**src/design/elf_rel_pkg.sv**
```systemverilog
`timescale 1ns / 1ps

package elf_rel_pkg;

    // default symbol table depth and widest table address it may need
    localparam int SYMBOL_DEPTH_DEF = 1024;
    localparam int ADDR_W_MAX       = 16;

    // entries between front and back end
    localparam int QUEUE_DEPTH = 2;

    // size of the patched word in bytes
    localparam int PATCH_BYTES = 4;

    // handled relocation types
    localparam logic [7:0] RELOC_ABS32     = 8'd2;
    localparam logic [7:0] RELOC_REL32     = 8'd3;
    localparam logic [7:0] RELOC_GLOB_DAT  = 8'd21;
    localparam logic [7:0] RELOC_JUMP_SLOT = 8'd22;

    // configuration register indexes
    localparam logic [1:0] REG_IMAGE_BASE   = 2'd0;
    localparam logic [1:0] REG_IMAGE_SPAN   = 2'd1;
    localparam logic [1:0] REG_SYMBOL_COUNT = 2'd2;

    // input commands
    localparam logic CMD_STORE = 1'b0;
    localparam logic CMD_RELOC = 1'b1;

    typedef enum logic [2:0] {
        ST_APPLIED      = 3'd0,
        ST_BAD_TYPE     = 3'd1,
        ST_BAD_SYMBOL   = 3'd2,
        ST_OUT_OF_IMAGE = 3'd3,
        ST_ZERO_VALUE   = 3'd4,
        ST_STORED       = 3'd5
    } status_t;

    // what the back end has to do with a queued item
    typedef enum logic [1:0] {
        KIND_STORE,
        KIND_LOOKUP,
        KIND_REPORT
    } kind_t;

    // classified item passed from front to back end
    typedef struct packed {
        kind_t                   kind;
        status_t                 status;
        logic [31:0]             word;      // stored value, or patch offset
        logic [ADDR_W_MAX-1:0]   addr;      // symbol table slot
        logic                    rel32;
        logic                    write_ok;  // store slot lies inside the table
        logic                    done;
    } queue_entry_t;

    typedef enum logic {
        BK_IDLE,
        BK_WAIT
    } back_state_t;

endpackage

```
**src/design/elf_rel_queue.sv**
```systemverilog
`timescale 1ns / 1ps

module elf_rel_queue (
    input  logic                      clk,
    input  logic                      rst_n,
    input  logic                      push_valid,
    output logic                      push_ready,
    input  elf_rel_pkg::queue_entry_t push_entry,
    output logic                      head_valid,
    input  logic                      pop,
    output elf_rel_pkg::queue_entry_t head_entry
);

    import elf_rel_pkg::*;

    localparam int PTR_W = (QUEUE_DEPTH > 1) ? $clog2(QUEUE_DEPTH) : 1;
    localparam int CNT_W = $clog2(QUEUE_DEPTH + 1);
    localparam logic [PTR_W-1:0] LAST_PTR = PTR_W'(QUEUE_DEPTH - 1);

    queue_entry_t     mem_reg [QUEUE_DEPTH];
    logic [PTR_W-1:0] wr_ptr_reg;
    logic [PTR_W-1:0] rd_ptr_reg;
    logic [CNT_W-1:0] count_reg;
    logic             do_push;
    logic             do_pop;

    assign push_ready = (count_reg != CNT_W'(QUEUE_DEPTH));
    assign head_valid = (count_reg != '0);
    assign head_entry = mem_reg[rd_ptr_reg];
    assign do_push    = push_valid && push_ready;
    assign do_pop     = pop && head_valid;

    // pointers and fill level
    always_ff @(posedge clk or negedge rst_n)
    begin
        if (!rst_n)
        begin
            wr_ptr_reg <= '0;
            rd_ptr_reg <= '0;
            count_reg  <= '0;
        end
        else
        begin
            if (do_push)
            begin
                wr_ptr_reg <= (wr_ptr_reg == LAST_PTR) ? '0 : wr_ptr_reg + 1'b1;
            end
            if (do_pop)
            begin
                rd_ptr_reg <= (rd_ptr_reg == LAST_PTR) ? '0 : rd_ptr_reg + 1'b1;
            end
            if (do_push && !do_pop)
            begin
                count_reg <= count_reg + 1'b1;
            end
            else if (do_pop && !do_push)
            begin
                count_reg <= count_reg - 1'b1;
            end
        end
    end

    // entry storage
    always_ff @(posedge clk)
    begin
        if (do_push)
        begin
            mem_reg[wr_ptr_reg] <= push_entry;
        end
    end

endmodule

```
**config.mk**
```make
export PLATFORM = sky130hd
export DESIGN_NAME = elf_rel_queue
export DESIGN_NICKNAME = d
export VERILOG_FILES = /design/src/design/elf_rel_pkg.sv /design/src/design/elf_rel_queue.sv
export SDC_FILE = /design/constraint.sdc
export NUM_CORES = 1
export LEC_CHECK = 0
export ABC_AREA = 1
export BUFFER_PORTS_ARGS = -buffer_cell sky130_fd_sc_hd__buf_2
export CAP_MARGIN = 20
export CORE_ASPECT_RATIO = 0.8
export CORE_MARGIN = 3
export CORE_UTILIZATION = 35
export CTS_BUF_LIST = sky130_fd_sc_hd__clkbuf_4
export DETAILED_ROUTE_END_ITERATION = 8
export GPL_ROUTABILITY_DRIVEN = 0
export HOLD_SLACK_MARGIN = 0.05
export PLACE_DENSITY = 0.62
export RECOVER_POWER = 50
export SLEW_MARGIN = 20
export SYNTH_ARGS = -nofsm -noshare
export SYNTH_HDL_FRONTEND = slang
export SYNTH_SLANG_ARGS = --single-unit
```
**constraint.sdc**
```tcl
create_clock -name clk -period 9.2 [get_ports clk]
set_input_delay 0.46 -clock clk [delete_from_list [all_inputs] [get_ports clk]]
set_output_delay 0.46 -clock clk [all_outputs]
set_load 0.03 [all_outputs]
```
==> flow_summary.ini <==
[critical_path]
cp_slowest_cell = nor2_1
critPathArrivalTime_ns = 3.37
reg2reg_slack_ns = 5.96
path_cells = inv_1 > nand2_1 > nand2_1 > nor2_1 > buf_4
setup.worst_path.end_class = flop
crit_family = simple AND/OR/NAND/NOR gates
timing.critical_path.slowest_cell_delay_ns = 1.56
cpMostUsedCell = nand2_1
cp.required_ns = 9.33
worstSetupStartpointType = flop
path_buf_inv = 2
path_max_fanout = 33
critPathKind = reg2reg

[clocking]
ctsHtreeMaxLevel = 4
cts_tree = built
cts.sinks = 116
clk_latency_ns = 0.50
clock-root-buffer = clkbuf_4
cts_buffers = 17
postCtsSetupRepairBufs = 0
clkTransAtPathRegs_ns = 0.11
cts_hold_buf = 1
clk_path_buf_depth = 2
ctsResizeCount = 0

[grt]
grt_max_degree = 59
grt_pass1_vias = 2729
gr-total-overflow = 0
grt_antenna_before_repair = 1
grt_pass1_wl_um = 13600
grt_usage = 0.132

[final_layout]
diodes = 0
nets = 510
areaGrowthSynthToFinish_pct = 20.9
drive_above_1_share = 0.222
fin_cells = 608
nFillCells = 1125
largest_reg_flops = 112

[die]
core_um2 = 11700
rows = 35
pin_count = 118
die-area_um2 = 13600
start_util = 0.365
die_width_um = 130
die_h_um = 105

[place]
placed_cells = 576
pre_cts_ws_ns = 6.34
io_buffers = 117
hpwl_um = 5410

[synthesis]
netlist.area_leader.share = 0.786
ys_seq_area_frac = 0.809
syn_area_per_cell_um2 = 13.3
synth_cells = 321
synth-seq-cells = 116
yosysWarnings = 0
syn_nets = 382
ys_top_cells_by_area = edfxtp_1 79%, nand2_1 16%, dfrtp_1 2.3%, buf_2 1.1%, buf_4 0.53%
synth_area_um2 = 4280
synth.largest_area_cell = edfxtp_1
synth_cell_types = 13

[routing]
wl_met3_um = 670
drt_first_iter_violations = 151
vias_per_cell = 4.43
top_layer = met5
wl_per_cell_um = 14.2
wl_met1_um = 3820
drc = 0
dr.pass1.iters = 6
vias = 2693
routed-wl-met2_um = 3980
final_antenna_net_count = 0
routed_wl_um = 8620

[timing]
clock_skew_ns = 0.0111
worst_slack_ns = 5.96
maxSlewViolCount = 49
fin_crit_sh = 0.352
tightest_slew_ns = 2.09
setup_viol = 0
clock.fmax_mhz = 309
tns_ns = 0
rsz0062_at_grt = no
slew_headroom = -0.401
period_minus_slack_ns = 3.24
hold_violations = 0
hold_ws_ns = 0.140

[run]
max_cap_viol_count = 2

[status]
status = finished with violations
violations = max-capacitance violations, max-slew violations

[pwr]
p_per_area_nw_per_um2 = 343
ir_drop_mv = 0.183
leakage_uw = 0.00214
p_total_uw = 1770

[hold_path]
hp-class = in2reg
synthesized netlist by cell type:
cell type,n
nand3_1,2
buf_2,9
inv_2,1
ha_1,1
nand4_1,1
xnor2_1,1
buf_4,3
inv_1,6
nand2_1,178
dfrtp_1,4
nor2_1,2
xor2_1,1
edfxtp_1,112
cells by family after synthesis:
logic type    after synthesis  share of synthesized area
fa+ha+maj                   1                    0.00292
simple gates              183                      0.162
xor+xnor                    2                    0.00409
buf+inv                    19                     0.0219
flops                     116                      0.809
placed cells by master (no fill, tap or decap), types with 2 or more instances in the layout:
master / count
buf_2: 71
clkbuf_1: 45
clkinvlp_4: 3
dfrtp_1: 3
edfxtp_1: 112
clkinv_1: 4
buf_4: 2
inv_1: 6
clkinv_2: 5
clkbuf_4: 17
nand2_1: 178
nor2_1: 2
nand3_1: 2
where the power goes:
group	total [uW]	switching (uW)	internal [uW]	leakage, uW
Clock	274	177	97.4	0.000109
Sequential	791	66.7	725	0.00109
Combinational	709	533	176	0.000947
per-stage QoR:
stage          utilization  area [um2]
5_1_grt              0.441        5170
3_3_place_gp         0.427        5010
6_report             0.441        5170
4_1_cts              0.445        5220
3_5_place_dp         0.427        5010
2_1_floorplan            -        4280
routing by layer:
metal	vias to the layer above	track usage
met3	16	0.0562
met4	2	0.0490
met5	-	0
li1	1337	-
met1	1241	0.165
met2	97	0.204
cell type report:
class	instances	area (um2)	area share
Clock inverter	13	71.3	0.0138
Inverter	7	26.3	0.00508
Tap cell	148	185	0.0358
Sequential cell	116	3470	0.670
Clock buffer	17	128	0.0247
Multi-Input combinational cell	186	722	0.140
Timing Repair Buffer	121	573	0.111
path summary, 6_finish.rpt:
check / start / end / cells past startpoint
setup / recovery: count_reg[0] / mem_reg[0][22] / 5
hold / removal: push_entry[8] / mem_reg[0][8] / 1
setup reg to reg: count_reg[0] / mem_reg[0][22] / 5
hold reg to reg: count_reg[0] / count_reg[0] / 1
max in group asynchronous: rst_n / rd_ptr_reg / 2
min in group asynchronous: rst_n / count_reg[0] / 2
(Power assumes the default switching activity.)
