`src/design/elf_rel_pkg.sv`:
```
`timescale 1ns / 1ps

package elf_rel_pkg;

    // default symbol table depth and widest table address it may need
    localparam int SYMBOL_DEPTH_DEF = 1024;
    localparam int ADDR_W_MAX       = 16;

    // entries between front and back end
    localparam int QUEUE_DEPTH = 2;

    // size of the patched word in bytes
    localparam int PATCH_BYTES = 4;

    // handled relocation types
    localparam logic [7:0] RELOC_ABS32     = 8'd2;
    localparam logic [7:0] RELOC_REL32     = 8'd3;
    localparam logic [7:0] RELOC_GLOB_DAT  = 8'd21;
    localparam logic [7:0] RELOC_JUMP_SLOT = 8'd22;

    // configuration register indexes
    localparam logic [1:0] REG_IMAGE_BASE   = 2'd0;
    localparam logic [1:0] REG_IMAGE_SPAN   = 2'd1;
    localparam logic [1:0] REG_SYMBOL_COUNT = 2'd2;

    // input commands
    localparam logic CMD_STORE = 1'b0;
    localparam logic CMD_RELOC = 1'b1;

    typedef enum logic [2:0] {
        ST_APPLIED      = 3'd0,
        ST_BAD_TYPE     = 3'd1,
        ST_BAD_SYMBOL   = 3'd2,
        ST_OUT_OF_IMAGE = 3'd3,
        ST_ZERO_VALUE   = 3'd4,
        ST_STORED       = 3'd5
    } status_t;

    // what the back end has to do with a queued item
    typedef enum logic [1:0] {
        KIND_STORE,
        KIND_LOOKUP,
        KIND_REPORT
    } kind_t;

    // classified item passed from front to back end
    typedef struct packed {
        kind_t                   kind;
        status_t                 status;
        logic [31:0]             word;      // stored value, or patch offset
        logic [ADDR_W_MAX-1:0]   addr;      // symbol table slot
        logic                    rel32;
        logic                    write_ok;  // store slot lies inside the table
        logic                    done;
    } queue_entry_t;

    typedef enum logic {
        BK_IDLE,
        BK_WAIT
    } back_state_t;

endpackage

```
`src/design/elf_rel_front.sv`:
```
`timescale 1ns / 1ps

module elf_rel_front #(
    parameter int SYMBOL_DEPTH = elf_rel_pkg::SYMBOL_DEPTH_DEF
) (
    input  logic                      clk,
    input  logic                      rst_n,
    input  logic                      cfg_write,
    input  logic [1:0]                cfg_index,
    input  logic [31:0]               cfg_data,
    input  logic                      in_valid,
    output logic                      in_ready,
    input  logic                      in_command,
    input  logic [9:0]                in_symbol_index,
    input  logic [31:0]               in_symbol_value,
    input  logic                      in_symbol_defined,
    input  logic [31:0]               in_import_address,
    input  logic [31:0]               in_reloc_offset,
    input  logic [31:0]               in_reloc_info,
    input  logic                      in_end_of_table,
    output logic                      push_valid,
    input  logic                      push_ready,
    output elf_rel_pkg::queue_entry_t push_entry
);

    import elf_rel_pkg::*;

    localparam logic [31:0] DEPTH_W = 32'(SYMBOL_DEPTH);

    logic [31:0]  image_base_reg;
    logic [31:0]  image_span_reg;
    logic [10:0]  symbol_count_reg;

    logic         valid_reg;
    queue_entry_t entry_reg;
    queue_entry_t entry_next;

    logic [7:0]   rtype;
    logic [23:0]  sym;
    logic         type_ok;
    logic         sym_ok;
    logic         window_ok;
    logic [32:0]  target_end;
    logic [32:0]  window_end;
    logic [31:0]  value_sel;

    // configuration registers
    always_ff @(posedge clk or negedge rst_n)
    begin
        if (!rst_n)
        begin
            image_base_reg   <= '0;
            image_span_reg   <= '0;
            symbol_count_reg <= '0;
        end
        else if (cfg_write)
        begin
            case (cfg_index)
                REG_IMAGE_BASE:   image_base_reg   <= cfg_data;
                REG_IMAGE_SPAN:   image_span_reg   <= cfg_data;
                REG_SYMBOL_COUNT: symbol_count_reg <= cfg_data[10:0];
                default:          ;
            endcase
        end
    end

    // field split and checks of a relocation
    assign rtype      = in_reloc_info[7:0];
    assign sym        = in_reloc_info[31:8];
    assign type_ok    = (rtype == RELOC_ABS32) || (rtype == RELOC_REL32) ||
                        (rtype == RELOC_GLOB_DAT) || (rtype == RELOC_JUMP_SLOT);
    assign sym_ok     = (sym != '0) && ({8'd0, sym} < {21'd0, symbol_count_reg}) &&
                        ({8'd0, sym} < DEPTH_W);
    assign target_end = {1'b0, in_reloc_offset} + 33'(PATCH_BYTES);
    assign window_end = {1'b0, image_base_reg} + {1'b0, image_span_reg};
    assign window_ok  = (in_reloc_offset >= image_base_reg) && (target_end <= window_end);

    // the stored word is already the value a relocation will pick
    assign value_sel  = in_symbol_defined ? in_symbol_value : in_import_address;

    // classify the incoming item
    always_comb
    begin
        entry_next          = '0;
        entry_next.done     = in_end_of_table;
        entry_next.rel32    = (rtype == RELOC_REL32);
        entry_next.write_ok = ({22'd0, in_symbol_index} < DEPTH_W);
        if (in_command == CMD_STORE)
        begin
            entry_next.kind   = KIND_STORE;
            entry_next.status = ST_STORED;
            entry_next.word   = value_sel;
            entry_next.addr   = ADDR_W_MAX'(in_symbol_index);
        end
        else
        begin
            entry_next.word = in_reloc_offset;
            entry_next.addr = sym[ADDR_W_MAX-1:0];
            if (!type_ok)
            begin
                entry_next.kind   = KIND_REPORT;
                entry_next.status = ST_BAD_TYPE;
            end
            else if (!sym_ok)
            begin
                entry_next.kind   = KIND_REPORT;
                entry_next.status = ST_BAD_SYMBOL;
            end
            else if (!window_ok)
            begin
                entry_next.kind   = KIND_REPORT;
                entry_next.status = ST_OUT_OF_IMAGE;
            end
            else
            begin
                entry_next.kind   = KIND_LOOKUP;
                entry_next.status = ST_APPLIED;
            end
        end
    end

    assign in_ready = !valid_reg || push_ready;

    // input stage holding one classified item
    always_ff @(posedge clk or negedge rst_n)
    begin
        if (!rst_n)
        begin
            valid_reg <= 1'b0;
        end
        else if (in_ready)
        begin
            valid_reg <= in_valid;
        end
    end

    always_ff @(posedge clk)
    begin
        if (in_ready && in_valid)
        begin
            entry_reg <= entry_next;
        end
    end

    assign push_valid = valid_reg;
    assign push_entry = entry_reg;

endmodule

```
`config.mk`:
```
export PLATFORM = sky130hd
export DESIGN_NAME = elf_rel_front
export DESIGN_NICKNAME = d
export VERILOG_FILES = /design/src/design/elf_rel_pkg.sv /design/src/design/elf_rel_front.sv
export SDC_FILE = /design/constraint.sdc
export NUM_CORES = 1
export LEC_CHECK = 0
export BUFFER_PORTS_ARGS = -buffer_cell sky130_fd_sc_hd__buf_2
export CAP_MARGIN = 20
export CORE_MARGIN = 4
export CORE_UTILIZATION = 49
export DETAILED_ROUTE_END_ITERATION = 16
export GPL_TIMING_DRIVEN = 0
export PLACE_DENSITY = 0.75
export SYNTH_ARGS = -nofsm -noshare
export SYNTH_HDL_FRONTEND = slang
export SYNTH_SLANG_ARGS = --single-unit
```
`constraint.sdc`:
```
create_clock -name clk -period 5.05 [get_ports clk]
set_clock_uncertainty 0.05 [all_clocks]
set_input_delay 1.01 -clock clk [delete_from_list [all_inputs] [get_ports clk]]
set_output_delay 1.01 -clock clk [all_outputs]
set_load 0.03 [all_outputs]
```
==> flow_metrics.tcl <==
set metrics [dict create \
    outcome "finished, violations left" \
    violations "negative setup slack" \
    met1_length_um 11270 \
    cts_buffer_depth 2 \
    root_buffer "clkbuf_16" \
    syn_area_um2 9119 \
    finalHoldViolations 0 \
    core_region_area_um2 18150 \
    gp_congestion 0.8876 \
    drive_above_1_share_pct 30.50 \
    finalNetCount 1466 \
    grt_max_degree 42 \
    antenna_found_initial 2 \
    met3_length_um 1861 \
    critPathSlowestCell "dfrtp_1" \
    cp-end-kind "register" \
    synth-seq-cells 131 \
    rsz0062_at_grt "yes" \
    grtUsageTotal_pct 25.22 \
    path_common_cell "a21o_1" \
    yosysWarningCount 0 \
    synthDistinctLibCells 59 \
    worstMarginPinSlew_ns 1.098 \
    finalCritPeriodShare_pct 102.3 \
    start_kind "register" \
    area_growth_pct 24.57 \
    min_path_type "reg -> reg" \
    dp_slack_ns -0.4036 \
    largest_register_ffs 55 \
    critical_path_class "reg -> reg" \
    slew_violations 0 \
    relSlewSlack_pct 26.79 \
    syn_inst 907 \
    die_w_um 144.4 \
    grt_pass1_wl_um 40440 \
    cts_buffers 17 \
    synth_edf_count 55 \
    num-fill-cells 1517 \
    postPlaceCellArea_um2 10630 \
    final_area_um2 11360 \
    die_h_um 144.4 \
    required_ns 5.18 \
    drt_iter0_markers 489 \
    setup_viol 3 \
    rows 49 \
    ant_nets 0 \
    highest_layer "met4" \
    cellLeakagePower_nw 5.461 \
    synth_flop_cell "dfrtp_1" \
    setup_slack_ns -0.1138 \
    place_hpwl_um 21310 \
    wire_per_inst_um 18.76 \
    crit_fanout 4 \
    dr.pass1.iters 6 \
    drt-vias-per-instance 5.581 \
    die_area_um2 20860 \
    path_cells "ha_2 -> inv_2 -> fa_2 -> nor2b_4 -> o31a_1 -> or3_4 -> a31o_4 -> a31o_4 -> a2111oi_4 -> or3b_4 -> a311o_1 -> xor2_1 -> ha_1 -> a21o_1 -> a21o_1 -> a21oi_2 -> o21ai_2 -> a2111oi_2 -> nand4_1 -> o211ai_1 -> buf_4 -> nand2_1 -> a21o_1" \
    drv_cap 0 \
    fmax_ghz 0.1937 \
    wirelength_um 26660 \
    cts_tree "done" \
    cts-htree-levels 4 \
    initial_core_util_pct 50.25 \
    critPathTopFamily "compound AO/OA/AOI/OAI gates" \
    ios 238 \
    grt_overflow 0 \
    syn_nets 1196 \
    async_reset_ff_share_pct 58.02 \
    post_synth.cell_area_avg_um2 10.05 \
    grt_pass1_vias 7900 \
    drc 0 \
    clock-sinks 131 \
    ir_drop_v 0.0002585 \
    clkTransAtPathRegs_ns 0.06 \
    max_stage_delay_ns 0.39 \
    seq_area_frac_synth_pct 38.97 \
    power_density_nw_per_um2 378.8 \
    insertion_delay_ns 0.43 \
    portBuffers 234 \
    min_period_ns 5.164 \
    critPathArrivalTime_ns 5.30 \
    worstPathBufferInverterCount 2 \
    vias 7931 \
    route.met2.wl_um 12980 \
]
-- per-layer routing --
layer / up-vias / track usage (%)
met2: 317 / 42.84
met3: 37 / 4.034
met4: 0 / 9.082
met5: - / 0
met1: 3710 / 32.64
li1: 3867 / -
-- through the flow --
step	utilization (%)	hold WS [ns]	total power [mW]	setup TNS [ns]	cells
global placement	58.28	0.4397	2.917	-0.8328	1370
detailed placement	58.55	0.4494	2.968	-1.078	1372
CTS	62.24	0.4627	4.270	-0.4153	1412
finish	62.60	0.4600	4.303	-0.2097	1421
floorplan	-	0.4293	2.518	0	907
global route	62.60	0.4739	4.593	-1.147	1421
-- worst paths after layout --
check                              startpoint  slack, ns            endpoint  depth (start not counted)
setup / recovery            image_base_reg[0]      -0.11      push_entry[51]                         23
hold / removal             image_span_reg[19]       0.46  image_span_reg[19]                          1
setup reg to reg            image_base_reg[0]      -0.11      push_entry[51]                         23
hold reg to reg            image_span_reg[19]       0.46  image_span_reg[19]                          1
max in group asynchronous               rst_n       3.87  image_base_reg[23]                          2
min in group asynchronous               rst_n       0.48   image_base_reg[5]                          1
-- logic make-up after synthesis --
kind of cell / count (synthesis) / synth area share [%]
flip-flops: 131 / 38.97
multiplexers: 86 / 10.18
AND/OR/NAND/NOR: 237 / 12.77
adder cells (fa/ha/maj): 109 / 15.04
AO/OA/AOI/OAI: 212 / 14.71
XOR/XNOR: 52 / 4.994
buffers and inverters: 79 / 3.293
other: 1 / 0.04112
-- layout make-up --
| type | count | area, um2 | area share (%) |
|---|---|---|---|
| Antenna cell | 2 | 5.005 | 0.04406 |
| Inverter | 54 | 202.7 | 1.784 |
| Timing Repair Buffer | 251 | 1326 | 11.68 |
| Clock inverter | 15 | 147.6 | 1.300 |
| Tap cell | 229 | 286.5 | 2.522 |
| Multi-Input combinational cell | 697 | 5315 | 46.79 |
| Sequential cell | 131 | 3553 | 31.28 |
| Buffer | 25 | 97.59 | 0.8591 |
| Clock buffer | 17 | 425.4 | 3.745 |
-- cell usage after synthesis (7+ instances only) --
library cell | instances | area share [%]
nand2b_1 | 12 | 0.82
clkbuf_1 | 23 | 0.95
a21o_1 | 41 | 3.4
ha_1 | 108 | 15
nor2_1 | 32 | 1.3
a21oi_1 | 41 | 2.3
and2_1 | 9 | 0.62
and3_1 | 10 | 0.69
nand4_1 | 21 | 1.4
xnor2_1 | 29 | 2.8
nor4_1 | 8 | 0.55
nor2b_1 | 8 | 0.55
edfxtp_1 | 55 | 18
o21ai_0 | 84 | 4.6
xor2_1 | 23 | 2.2
nand2_1 | 94 | 3.9
nor3_1 | 7 | 0.38
mux2_2 | 54 | 6.7
nand3_1 | 18 | 0.99
inv_1 | 54 | 2.2
dfrtp_1 | 76 | 21
mux2i_1 | 32 | 3.5
-- repair_timing --
item	4_1_cts	5_1_grt
setup buffers	8	7
setup endpoints to repair	4	4
hold buffers	0	0
pin swaps	20	15
gates resized for setup	11	2
-- cell usage in the layout, fill, tap and decap left out, types with 8 or more instances in the layout --
| cell | n |
|---|---|
| nand2b_1 | 12 |
| ha_1 | 107 |
| mux2_2 | 54 |
| nand2_1 | 94 |
| dfrtp_1 | 76 |
| a21o_1 | 41 |
| and3_1 | 10 |
| a21oi_1 | 39 |
| nand3_1 | 18 |
| buf_2 | 233 |
| o21ai_0 | 83 |
| nand4_1 | 21 |
| clkbuf_1 | 23 |
| inv_1 | 53 |
| clkbuf_16 | 17 |
| buf_4 | 17 |
| mux2i_1 | 32 |
| xor2_1 | 23 |
| xnor2_1 | 29 |
| nor2_1 | 32 |
| nor2b_1 | 8 |
| edfxtp_1 | 55 |
| nor4_1 | 8 |
| and2_1 | 8 |
-- report_power, final --
group / switching [mW] / internal (mW)
Sequential: 0.0687 / 1.26
Clock: 0.523 / 0.691
Combinational: 0.958 / 0.803
Total: 1.55 / 2.75
(Power assumes the default switching activity.)
